## src/rtl/core/dda_pkg.sv

```systemverilog
package dda_pkg;

    typedef enum logic {
        CMD_START = 1'b0,
        CMD_NEXT  = 1'b1
    } t_cmd;

endpackage

```

## src/rtl/core/dda_line_rasterizer_core.sv

```systemverilog
// Fixed-point DDA line rasterizer. A start beat (s_axis_tuser = CMD_START) loads
// two endpoints. The core then runs one restoring divider, one quotient bit per
// cycle, first for the x increment and then for the y increment. During that
// time s_axis_tready is low. A zero-length line needs no division, and the core
// is ready again in the next cycle. After setup, each next beat (CMD_NEXT) sends
// out one pixel in the next cycle through a registered output stage. While the
// sink keeps taking beats, pixels go out at one per cycle. A line produces
// max(|dx|,|dy|) pixels and does not draw the end point. m_axis_tlast marks the
// final pixel. A start beat produces no output. A next beat while no line is
// active is accepted and dropped.
module dda_line_rasterizer_core #(
    parameter int COORD_BITS = 12,
    parameter int FRAC_BITS  = 16
) (
    input  logic                                    i_clk,
    input  logic                                    i_rst_n,
    input  logic                                    s_axis_tvalid,
    output logic                                    s_axis_tready,
    // start_x, start_y, end_x, end_y, zero pad
    input  logic [((4*COORD_BITS+7)/8)*8-1:0]       s_axis_tdata,
    // cmd
    input  logic                                    s_axis_tuser,
    output logic                                    m_axis_tvalid,
    input  logic                                    m_axis_tready,
    // pixel_x, pixel_y, zero pad
    output logic [((2*COORD_BITS+7)/8)*8-1:0]       m_axis_tdata,
    output logic                                    m_axis_tlast
);

    localparam int AW     = COORD_BITS + FRAC_BITS + 1;
    localparam int DW     = COORD_BITS + 1;
    localparam int QW     = FRAC_BITS + 2;
    localparam int OUT_W  = ((2*COORD_BITS+7)/8)*8;
    localparam int CNT_W  = $clog2(FRAC_BITS + 1);
    localparam logic [CNT_W-1:0] CNT_TOP = CNT_W'(FRAC_BITS);

    typedef enum logic [1:0] {
        S_IDLE,
        S_DIVX,
        S_DIVY
    } t_state;

    t_state                  r_state;
    logic [AW-1:0]           r_acc_x;
    logic [AW-1:0]           r_acc_y;
    logic [QW-1:0]           r_inc_x;
    logic [QW-1:0]           r_inc_y;
    logic [COORD_BITS-1:0]   r_remaining;
    logic [COORD_BITS-1:0]   r_steps;
    logic [DW-1:0]           r_rem;
    logic [DW-1:0]           r_ady;
    logic                    r_neg_x;
    logic                    r_neg_y;
    logic [FRAC_BITS:0]      r_quo;
    logic [CNT_W-1:0]        r_cnt;
    logic                    r_m_valid;
    logic [COORD_BITS-1:0]   r_px;
    logic [COORD_BITS-1:0]   r_py;
    logic                    r_last;

    logic                    w_s_acc;
    logic                    w_emit;
    logic [COORD_BITS-1:0]   w_sx;
    logic [COORD_BITS-1:0]   w_sy;
    logic [COORD_BITS-1:0]   w_ex;
    logic [COORD_BITS-1:0]   w_ey;
    logic [DW-1:0]           w_dx;
    logic [DW-1:0]           w_dy;
    logic [DW-1:0]           w_adx;
    logic [DW-1:0]           w_ady;
    logic [DW-1:0]           w_steps;
    logic                    w_ge;
    logic [DW-1:0]           w_sub;
    logic [DW-1:0]           n_rem;
    logic [FRAC_BITS:0]      n_quo;
    logic [QW-1:0]           w_inc;
    logic                    w_neg;
    logic [DW-1:0]           w_ix;
    logic [DW-1:0]           w_iy;
    logic [COORD_BITS-1:0]   n_px;
    logic [COORD_BITS-1:0]   n_py;

    assign s_axis_tready = (r_state == S_IDLE) && (!r_m_valid || m_axis_tready);
    assign w_s_acc       = s_axis_tvalid && s_axis_tready;
    assign w_emit        = w_s_acc && (s_axis_tuser == dda_pkg::CMD_NEXT)
                         && (r_remaining != '0);

    assign w_sx = s_axis_tdata[COORD_BITS-1:0];
    assign w_sy = s_axis_tdata[2*COORD_BITS-1:COORD_BITS];
    assign w_ex = s_axis_tdata[3*COORD_BITS-1:2*COORD_BITS];
    assign w_ey = s_axis_tdata[4*COORD_BITS-1:3*COORD_BITS];

    assign w_dx    = {w_ex[COORD_BITS-1], w_ex} - {w_sx[COORD_BITS-1], w_sx};
    assign w_dy    = {w_ey[COORD_BITS-1], w_ey} - {w_sy[COORD_BITS-1], w_sy};
    assign w_adx   = w_dx[DW-1] ? -w_dx : w_dx;
    assign w_ady   = w_dy[DW-1] ? -w_dy : w_dy;
    assign w_steps = (w_adx >= w_ady) ? w_adx : w_ady;

    // shared restoring divider step
    assign w_ge  = r_rem >= {1'b0, r_steps};
    assign w_sub = w_ge ? r_rem - {1'b0, r_steps} : r_rem;
    assign n_rem = {w_sub[DW-2:0], 1'b0};
    assign n_quo = {r_quo[FRAC_BITS-1:0], w_ge};
    assign w_neg = (r_state == S_DIVX) ? r_neg_x : r_neg_y;
    assign w_inc = w_neg ? -{1'b0, n_quo} : {1'b0, n_quo};

    // truncate toward zero
    assign w_ix = r_acc_x[AW-1:FRAC_BITS]
                + DW'(r_acc_x[AW-1] && (|r_acc_x[FRAC_BITS-1:0]));
    assign w_iy = r_acc_y[AW-1:FRAC_BITS]
                + DW'(r_acc_y[AW-1] && (|r_acc_y[FRAC_BITS-1:0]));
    assign n_px = w_ix[COORD_BITS-1:0];
    assign n_py = w_iy[COORD_BITS-1:0];

    always_ff @(posedge i_clk) begin
        if (!i_rst_n) begin
            r_state     <= S_IDLE;
            r_remaining <= '0;
            r_m_valid   <= 1'b0;
            r_acc_x     <= '0;
            r_acc_y     <= '0;
            r_inc_x     <= '0;
            r_inc_y     <= '0;
            r_cnt       <= '0;
        end else begin
            if (w_emit) begin
                r_m_valid <= 1'b1;
            end else if (m_axis_tready) begin
                r_m_valid <= 1'b0;
            end
            case (r_state)
                S_IDLE: begin
                    if (w_s_acc && (s_axis_tuser == dda_pkg::CMD_START)) begin
                        r_acc_x     <= {w_sx[COORD_BITS-1], w_sx, {FRAC_BITS{1'b0}}};
                        r_acc_y     <= {w_sy[COORD_BITS-1], w_sy, {FRAC_BITS{1'b0}}};
                        r_remaining <= w_steps[COORD_BITS-1:0];
                        r_steps     <= w_steps[COORD_BITS-1:0];
                        r_rem       <= w_adx;
                        r_ady       <= w_ady;
                        r_neg_x     <= w_dx[DW-1];
                        r_neg_y     <= w_dy[DW-1];
                        r_quo       <= '0;
                        r_cnt       <= CNT_TOP;
                        if (w_steps != '0) begin
                            r_state <= S_DIVX;
                        end
                    end else if (w_emit) begin
                        r_px        <= n_px;
                        r_py        <= n_py;
                        r_last      <= (r_remaining == COORD_BITS'(1));
                        r_acc_x     <= r_acc_x + {{(AW-QW){r_inc_x[QW-1]}}, r_inc_x};
                        r_acc_y     <= r_acc_y + {{(AW-QW){r_inc_y[QW-1]}}, r_inc_y};
                        r_remaining <= r_remaining - COORD_BITS'(1);
                    end
                end
                S_DIVX: begin
                    if (r_cnt == '0) begin
                        r_inc_x <= w_inc;
                        r_rem   <= r_ady;
                        r_quo   <= '0;
                        r_cnt   <= CNT_TOP;
                        r_state <= S_DIVY;
                    end else begin
                        r_quo <= n_quo;
                        r_cnt <= r_cnt - CNT_W'(1);
                        r_rem <= n_rem;
                    end
                end
                S_DIVY: begin
                    r_quo <= n_quo;
                    r_cnt <= r_cnt - CNT_W'(1);
                    r_rem <= n_rem;
                    if (r_cnt == '0) begin
                        r_inc_y <= w_inc;
                        r_state <= S_IDLE;
                    end
                end
                default: begin
                    r_state <= S_IDLE;
                end
            endcase
        end
    end

    assign m_axis_tvalid = r_m_valid;
    assign m_axis_tdata  = OUT_W'({r_py, r_px});
    assign m_axis_tlast  = r_last;

endmodule

```

## config.mk

```make
export PLATFORM = sky130hd
export DESIGN_NAME = dda_line_rasterizer_core
export DESIGN_NICKNAME = d
export VERILOG_FILES = /design/src/rtl/core/dda_pkg.sv /design/src/rtl/core/dda_line_rasterizer_core.sv
export SDC_FILE = /design/constraint.sdc
export NUM_CORES = 1
export LEC_CHECK = 0
export BUFFER_PORTS_ARGS = -buffer_cell sky130_fd_sc_hd__buf_2
export CORE_AREA = 8 8 165 167
export CTS_CLUSTER_DIAMETER = 120
export DETAILED_ROUTE_END_ITERATION = 6
export DIE_AREA = 0 0 173 175
export PLACE_DENSITY = 0.76
export SLEW_MARGIN = 30
export SYNTH_ARGS = -nofsm -noshare
export SYNTH_HDL_FRONTEND = slang
export SYNTH_SLANG_ARGS = --single-unit
```

## constraint.sdc

```tcl
create_clock -name i_clk -period 4.73 [get_ports i_clk]
set_clock_uncertainty 0.15 [all_clocks]
set_input_delay 0.2365 -clock i_clk [delete_from_list [all_inputs] [get_ports i_clk]]
set_output_delay 0.2365 -clock i_clk [all_outputs]
set_load 0.03 [all_outputs]
```

Word level (Yosys, flattened, before mapping)
Cells that the tools add are included.
{"block": "totals", "regBits": 195, "latch_bits": 0, "ram_bits": 0, "mem_bits_ro": 0, "input_bits": 53, "out_inout_bits": 27, "word_cells": 94, "mem_count": 0}
{"block": "op_classes", "n_addsub": 12, "multipliers": 0, "div_mod_pow": 0, "magnitude_cmp": 2, "eq_ne": 7, "n_shift": 0, "muxes": 28, "bitwise": 2, "n_reduce_logical": 26}
{"operator": "2-to-1 mux 29 bit", "n": 4}
{"operator": "2-to-1 mux 13 bit", "n": 5}
{"operator": "adder 29 bit", "n": 2}
{"operator": "case mux 16 bit (3 select lines)", "n": 1}
{"operator": "case mux 13 bit (3 select lines)", "n": 1}
{"operator": "2-to-1 mux 12 bit", "n": 3}
{"operator": "2-to-1 mux 16 bit", "n": 2}
{"operator": "OR reduction 16 bit", "n": 2}
{"operator": "negation 13 bit", "n": 2}
{"operator": "subtractor 12 x 12 -> 13 bit", "n": 2}
{"operator": "adder 12 x 1 -> 12 bit", "n": 2}
{"operator": "2-to-1 mux 18 bit", "n": 1}
{"operator": "negation 17 -> 18 bit", "n": 1}
{"operator": "case mux 5 bit (3 select lines)", "n": 1}
{"operator": "greater-or-equal comparator 13 x 12 -> 1 bit", "n": 1}
{"operator": "greater-or-equal comparator 13 bit", "n": 1}
{"operator": "nonzero test 13 bit", "n": 1}
{"operator": "equality test 12 x 1 -> 1 bit, second input constant", "n": 1}
{"operator": "nonzero test 12 bit", "n": 1}
{"operator": "subtractor 12 x 1 -> 12 bit, second input constant", "n": 1}
{"operator": "subtractor 12 bit", "n": 1}
{"operator": "2-to-1 mux 5 bit", "n": 2}
{"operator": "2-to-1 mux 2 bit", "n": 4}
{"operator": "AND reduction 2 bit", "n": 4}
{"operator": "17 further kinds", "n": 31}

Logic depth before layout (Yosys ltp)
{"block": "logic_depth", "depth_word": 9, "depth_mapped": 24, "mapped_depth_nobuf": 22}

Least setup slack after synthesis
Ideal clock, no wire load.
{"block": "synth_timing", "kind": "input port to flip-flop", "start": "input port s_axis_tdata[24]", "end": "register r_state[0]", "setup_ns": 0.118, "t_arrival_ns": 4.431, "required_time_ns": 4.462, "setup_slack_ns": 0.031, "stages": 22, "n_path_buf": 2, "path_cell_list": "inv_1 -> ha_1 -> fa_1 -> nand2b_1 -> a21o_1 -> a22oi_1 -> a21o_1 -> buf_1 -> nor2_1 -> xor2_1 -> inv_1 -> ha_1 -> o21a_1 -> o31ai_1 -> a21oi_1 -> o21ai_0 -> a31oi_1 -> nor2_1 -> buf_2 -> mux2_2 -> o31a_2 -> mux2i_1"}
{"block": "synth_between", "elab_chain_cells": 8}
{"element": "start, declared", "line_no": "dda_line_rasterizer_core.sv:20", "source": "input logic [((4*COORD_BITS+7)/8)*8-1:0] s_axis_tdata,"}
{"element": "subtractor 12 x 12 -> 13 bit (*)", "line_no": "dda_line_rasterizer_core.sv:93", "source": "assign w_dx = {w_ex[COORD_BITS-1], w_ex} - {w_sx[COORD_BITS-1], w_sx};"}
{"element": "negation 13 bit", "line_no": "dda_line_rasterizer_core.sv:95", "source": "assign w_adx = w_dx[DW-1] ? -w_dx : w_dx;"}
{"element": "2-to-1 mux 13 bit (*)", "line_no": "dda_line_rasterizer_core.sv:95"}
{"element": "greater-or-equal comparator 13 bit", "line_no": "dda_line_rasterizer_core.sv:97", "source": "assign w_steps = (w_adx >= w_ady) ? w_adx : w_ady;"}
{"element": "2-to-1 mux 13 bit (*)", "line_no": "dda_line_rasterizer_core.sv:97"}
{"element": "net w_steps[10]", "line_no": "dda_line_rasterizer_core.sv:71", "source": "logic [DW-1:0] w_steps;"}
{"element": "nonzero test 13 bit (*)", "line_no": "dda_line_rasterizer_core.sv:144", "source": "if (w_steps != '0) begin"}
{"element": "inequality test 2 x 1 -> 1 bit (no line) (*)"}
{"element": "AND reduction 4 bit (no line) (*)"}
{"element": "end signal, assigned", "line_no": "dda_line_rasterizer_core.sv:117", "source": "r_state <= S_IDLE;"}
{"element": "end signal, assigned", "line_no": "dda_line_rasterizer_core.sv:145", "source": "r_state <= S_DIVX;"}
{"element": "end signal, assigned", "line_no": "dda_line_rasterizer_core.sv:162", "source": "r_state <= S_DIVY;"}
{"element": "end, declared", "line_no": "dda_line_rasterizer_core.sv:43", "source": "t_state r_state;"}
The timed path passes the listed nets; every way through them passes the cells marked *.
A chain may end at the register's enable or synchronous reset.

Worst setup path in the final report
{"block": "layout_timing", "start": "input port s_axis_tdata[5]", "end": "register r_state[1]"}
The elaborated chain is that of the path after synthesis.

==> flow_summary.json <==
{
  "status": "finished clean",
  "drc": 0,
  "rsz0062_at_grt": "no",
  "drt-wirelength-per-cell_um": 18.02,
  "synth-seq-cells": 195,
  "worst_hold_path_type": "primary input to flip-flop",
  "clk_latency_ns": 0.44,
  "cts_root_buffer": "clkbuf_16",
  "final_nets": 1914,
  "critPathArrivalTime_ns": 4.69,
  "seqPwrFrac_pct": 32.0,
  "grt-ovfl-total": 0,
  "swShare_pct": 42.61,
  "std_cell_rows": 58,
  "num_vias": 12490,
  "p_leak_nw": 6.826,
  "grt_pass1_vias": 12340,
  "critical_path_class": "primary input to flip-flop",
  "finalMaxSlewViolations": 0,
  "coreArea_um2": 24670,
  "totalPowerFinal_w": 0.007542,
  "hold_ws_ns": 0.01043,
  "synth_area_leaders": "edfxtp_1 18%, dfxtp_1 16%, ha_1 11%, a21oi_1 5.6%, xnor2_1 5.6%",
  "fp.dieH_um": 175,
  "maxSlewHeadroom_pct": 37.99,
  "drt-initial-drc-count": 841,
  "hpwl_um": 27780,
  "period_share_pct": 95.44,
  "seq_area_frac_synth_pct": 34.05,
  "cp-end-kind": "flip-flop",
  "finalHoldViolCount": 0,
  "syn2layout_area_growth_pct": 13.55,
  "grt_max_degree": 72,
  "stdcell_area_um2": 15720,
  "clk_pin_slew_ns": 0.08,
  "finalSetupViolations": 0,
  "synthCells": 1621,
  "syn_area_um2": 13840,
  "numCtsBuffers": 17,
  "combPwrFrac_pct": 48.2,
  "peakVddDrop_v": 0.0002798,
  "fp.dieW_um": 173,
  "cp-start-kind": "primary input",
  "vias_per_cell": 5.999,
  "seqCellArea_um2": 4715,
  "clock_sinks": 195,
  "fillCellCount": 2042,
  "initial_core_util_pct": 56.11,
  "crit_path_max_fanout": 11,
  "tightest_slew_ns": 0.9302,
  "multi_input_comb_area_um2": 8584,
  "ant_nets": 0,
  "internal_power_w": 0.004328,
  "cts_buffer_depth": 2,
  "cts_tree": "built",
  "synth_top_area_cell": "edfxtp_1",
  "async_reset_ff_share_pct": 0,
  "ys_types": 84,
  "routed_wl_um": 37520,
  "grt_util_all_layers_pct": 24.31,
  "syn-num-nets": 1798,
  "gp_congestion": 0.9319,
  "clock_power_share_pct": 19.8,
  "numPortBuffers": 79,
  "maxCapViolations": 0,
  "fmax_mhz": 221.5,
  "avgSynthCellArea_um2": 8.541,
  "final.setup.tns_ns": 0,
  "ios": 80,
  "synth_top_area_share_pct": 17.57,
  "grt_pass1_wl_um": 61000,
  "synth_commonest_cells": "159 x nor2_1, 155 x a21oi_1, 125 x nand2_1",
  "yosys_most_used_dff": "dfxtp_1",
  "htreeDepth": 4,
  "cp.required_ns": 4.91,
  "post_dp_cell_area_um2": 14950,
  "yosysWarnings": 0,
  "antenna_found_initial": 3,
  "yosysMostFrequentCell": "nor2_1",
  "drt-pass1-iter-count": 5,
  "dieArea_um2": 30280,
  "final_layout_size_suffix_gt1_share_pct": 13.26,
  "p_sw_w": 0.003214,
  "pwr_density_cell_nw_per_um2": 479.8,
  "synth_edf_count": 81,
  "fin_crit_ns": 4.514
}
==> stage by stage <==
stage	utilization [%]	setup slack, ns	std cells
detailed placement	60.60	-0.08507	2038
global placement	60.59	0.01712	2038
floorplan	-	0.03053	1621
finish	63.71	0.2158	2082
CTS	63.39	0.07058	2078
global route	63.71	0.02236	2082
==> final cells by class <==
type                            instances  share of cell area (%)
Multi-Input combinational cell       1265                   54.61
Sequential cell                       195                   29.99
Timing Repair Buffer                  157                   6.471
Clock buffer                           18                   2.730
Tap cell                              330                   2.627
Inverter                              101                   2.412
Clock inverter                         14                   1.130
Antenna cell                            2                 0.03184
==> worst max-delay path, cell delays in order <==
cell	delay (ns)
dlygate4sd3_1	0.52
buf_2	0.11
inv_1	0.04
ha_2	0.20
or3_4	0.40
o22a_1	0.23
o31ai_4	0.08
xor2_2	0.19
buf_4	0.16
and4_1	0.21
nor2_1	0.06
xnor2_1	0.23
ha_1	0.29
a21oi_1	0.14
nor2b_1	0.06
o21ai_0	0.17
a31oi_1	0.12
nor2_1	0.19
buf_6	0.18
mux2_2	0.37
o31a_2	0.38
mux2i_1	0.12
==> flip-flops by register name (all words and copies together) (netlist names), 2 cells and up <==
signal	count
r_cnt	5
r_py	12
r_inc_y	18
r_inc_x	18
r_px	12
r_remaining	12
r_rem	13
r_steps	12
r_ady	13
r_acc_y	29
r_quo	16
r_acc_x	29
r_state	2
==> power groups by stage <==
stage / clock network (W) / logic [W] / registers [W]
floorplan: 0 / 0.00245 / 0.00243
detailed placement: 0 / 0.00350 / 0.00244
global route: 0.00157 / 0.00399 / 0.00244
finish: 0.00150 / 0.00363 / 0.00241
global placement: 0 / 0.00341 / 0.00243
CTS: 0.00151 / 0.00355 / 0.00240
==> cell families after synthesis <==
group,after synthesis,share of synthesized area [%]
adder cells (fa/ha/maj),124,11.48
buffers and inverters,161,4.437
multiplexers,24,1.789
flip-flops,195,34.05
XOR/XNOR,128,8.315
AND/OR/NAND/NOR,541,18.94
AO/OA/AOI/OAI,448,20.99
==> placed cells by master, fill, tap and decap left out, types with 15 or more instances in the layout <==
cell type / netlist / final
a211oi_1: 31 / 31
a21o_1: 41 / 40
a21oi_1: 155 / 154
a31oi_1: 27 / 27
and2_1: 28 / 28
and3_1: 18 / 18
buf_2: 2 / 79
buf_4: 0 / 68
clkbuf_16: 0 / 17
dfxtp_1: 114 / 114
edfxtp_1: 81 / 81
ha_1: 119 / 118
inv_1: 100 / 100
mux2i_1: 18 / 17
nand2_1: 125 / 125
nand2b_1: 19 / 19
nand3_1: 73 / 73
nor2_1: 159 / 156
nor2b_1: 20 / 20
nor3_1: 27 / 26
nor4_1: 15 / 15
o21ai_0: 72 / 69
o21bai_1: 15 / 15
xnor2_1: 88 / 88
xor2_1: 36 / 35
==> layer usage <==
metal / global-route usage (%) / vias to the layer above / routed length, µm
li1: - / 6094 / -
met1: 29.58 / 5921 / 15690
met2: 42.98 / 401 / 18570
met3: 3.259 / 74 / 2218
met4: 9.522 / 0 / 1048
met5: 0 / - / 0
==> path summary, 6_finish.rpt <==
check	startpoint	endpoint	slack, ns	cells past startpoint
max	s_axis_tdata[5]	r_state[1]	0.22	22
min	s_axis_tdata[8]	r_acc_x[24]	0.01	3
max reg2reg	r_rem[1]	r_inc_y[16]	0.68	16
min reg2reg	r_inc_y[10]	r_inc_y[10]	0.32	2
==> timing repair <==
item,4_1_cts,5_1_grt
endpoints found under the hold margin,8,0
hold buffers,8,0
setup endpoints to repair,0,13
buffers inserted,0,2
gates resized for setup,0,16
No activity file was read; power rests on OpenSTA's default activity.
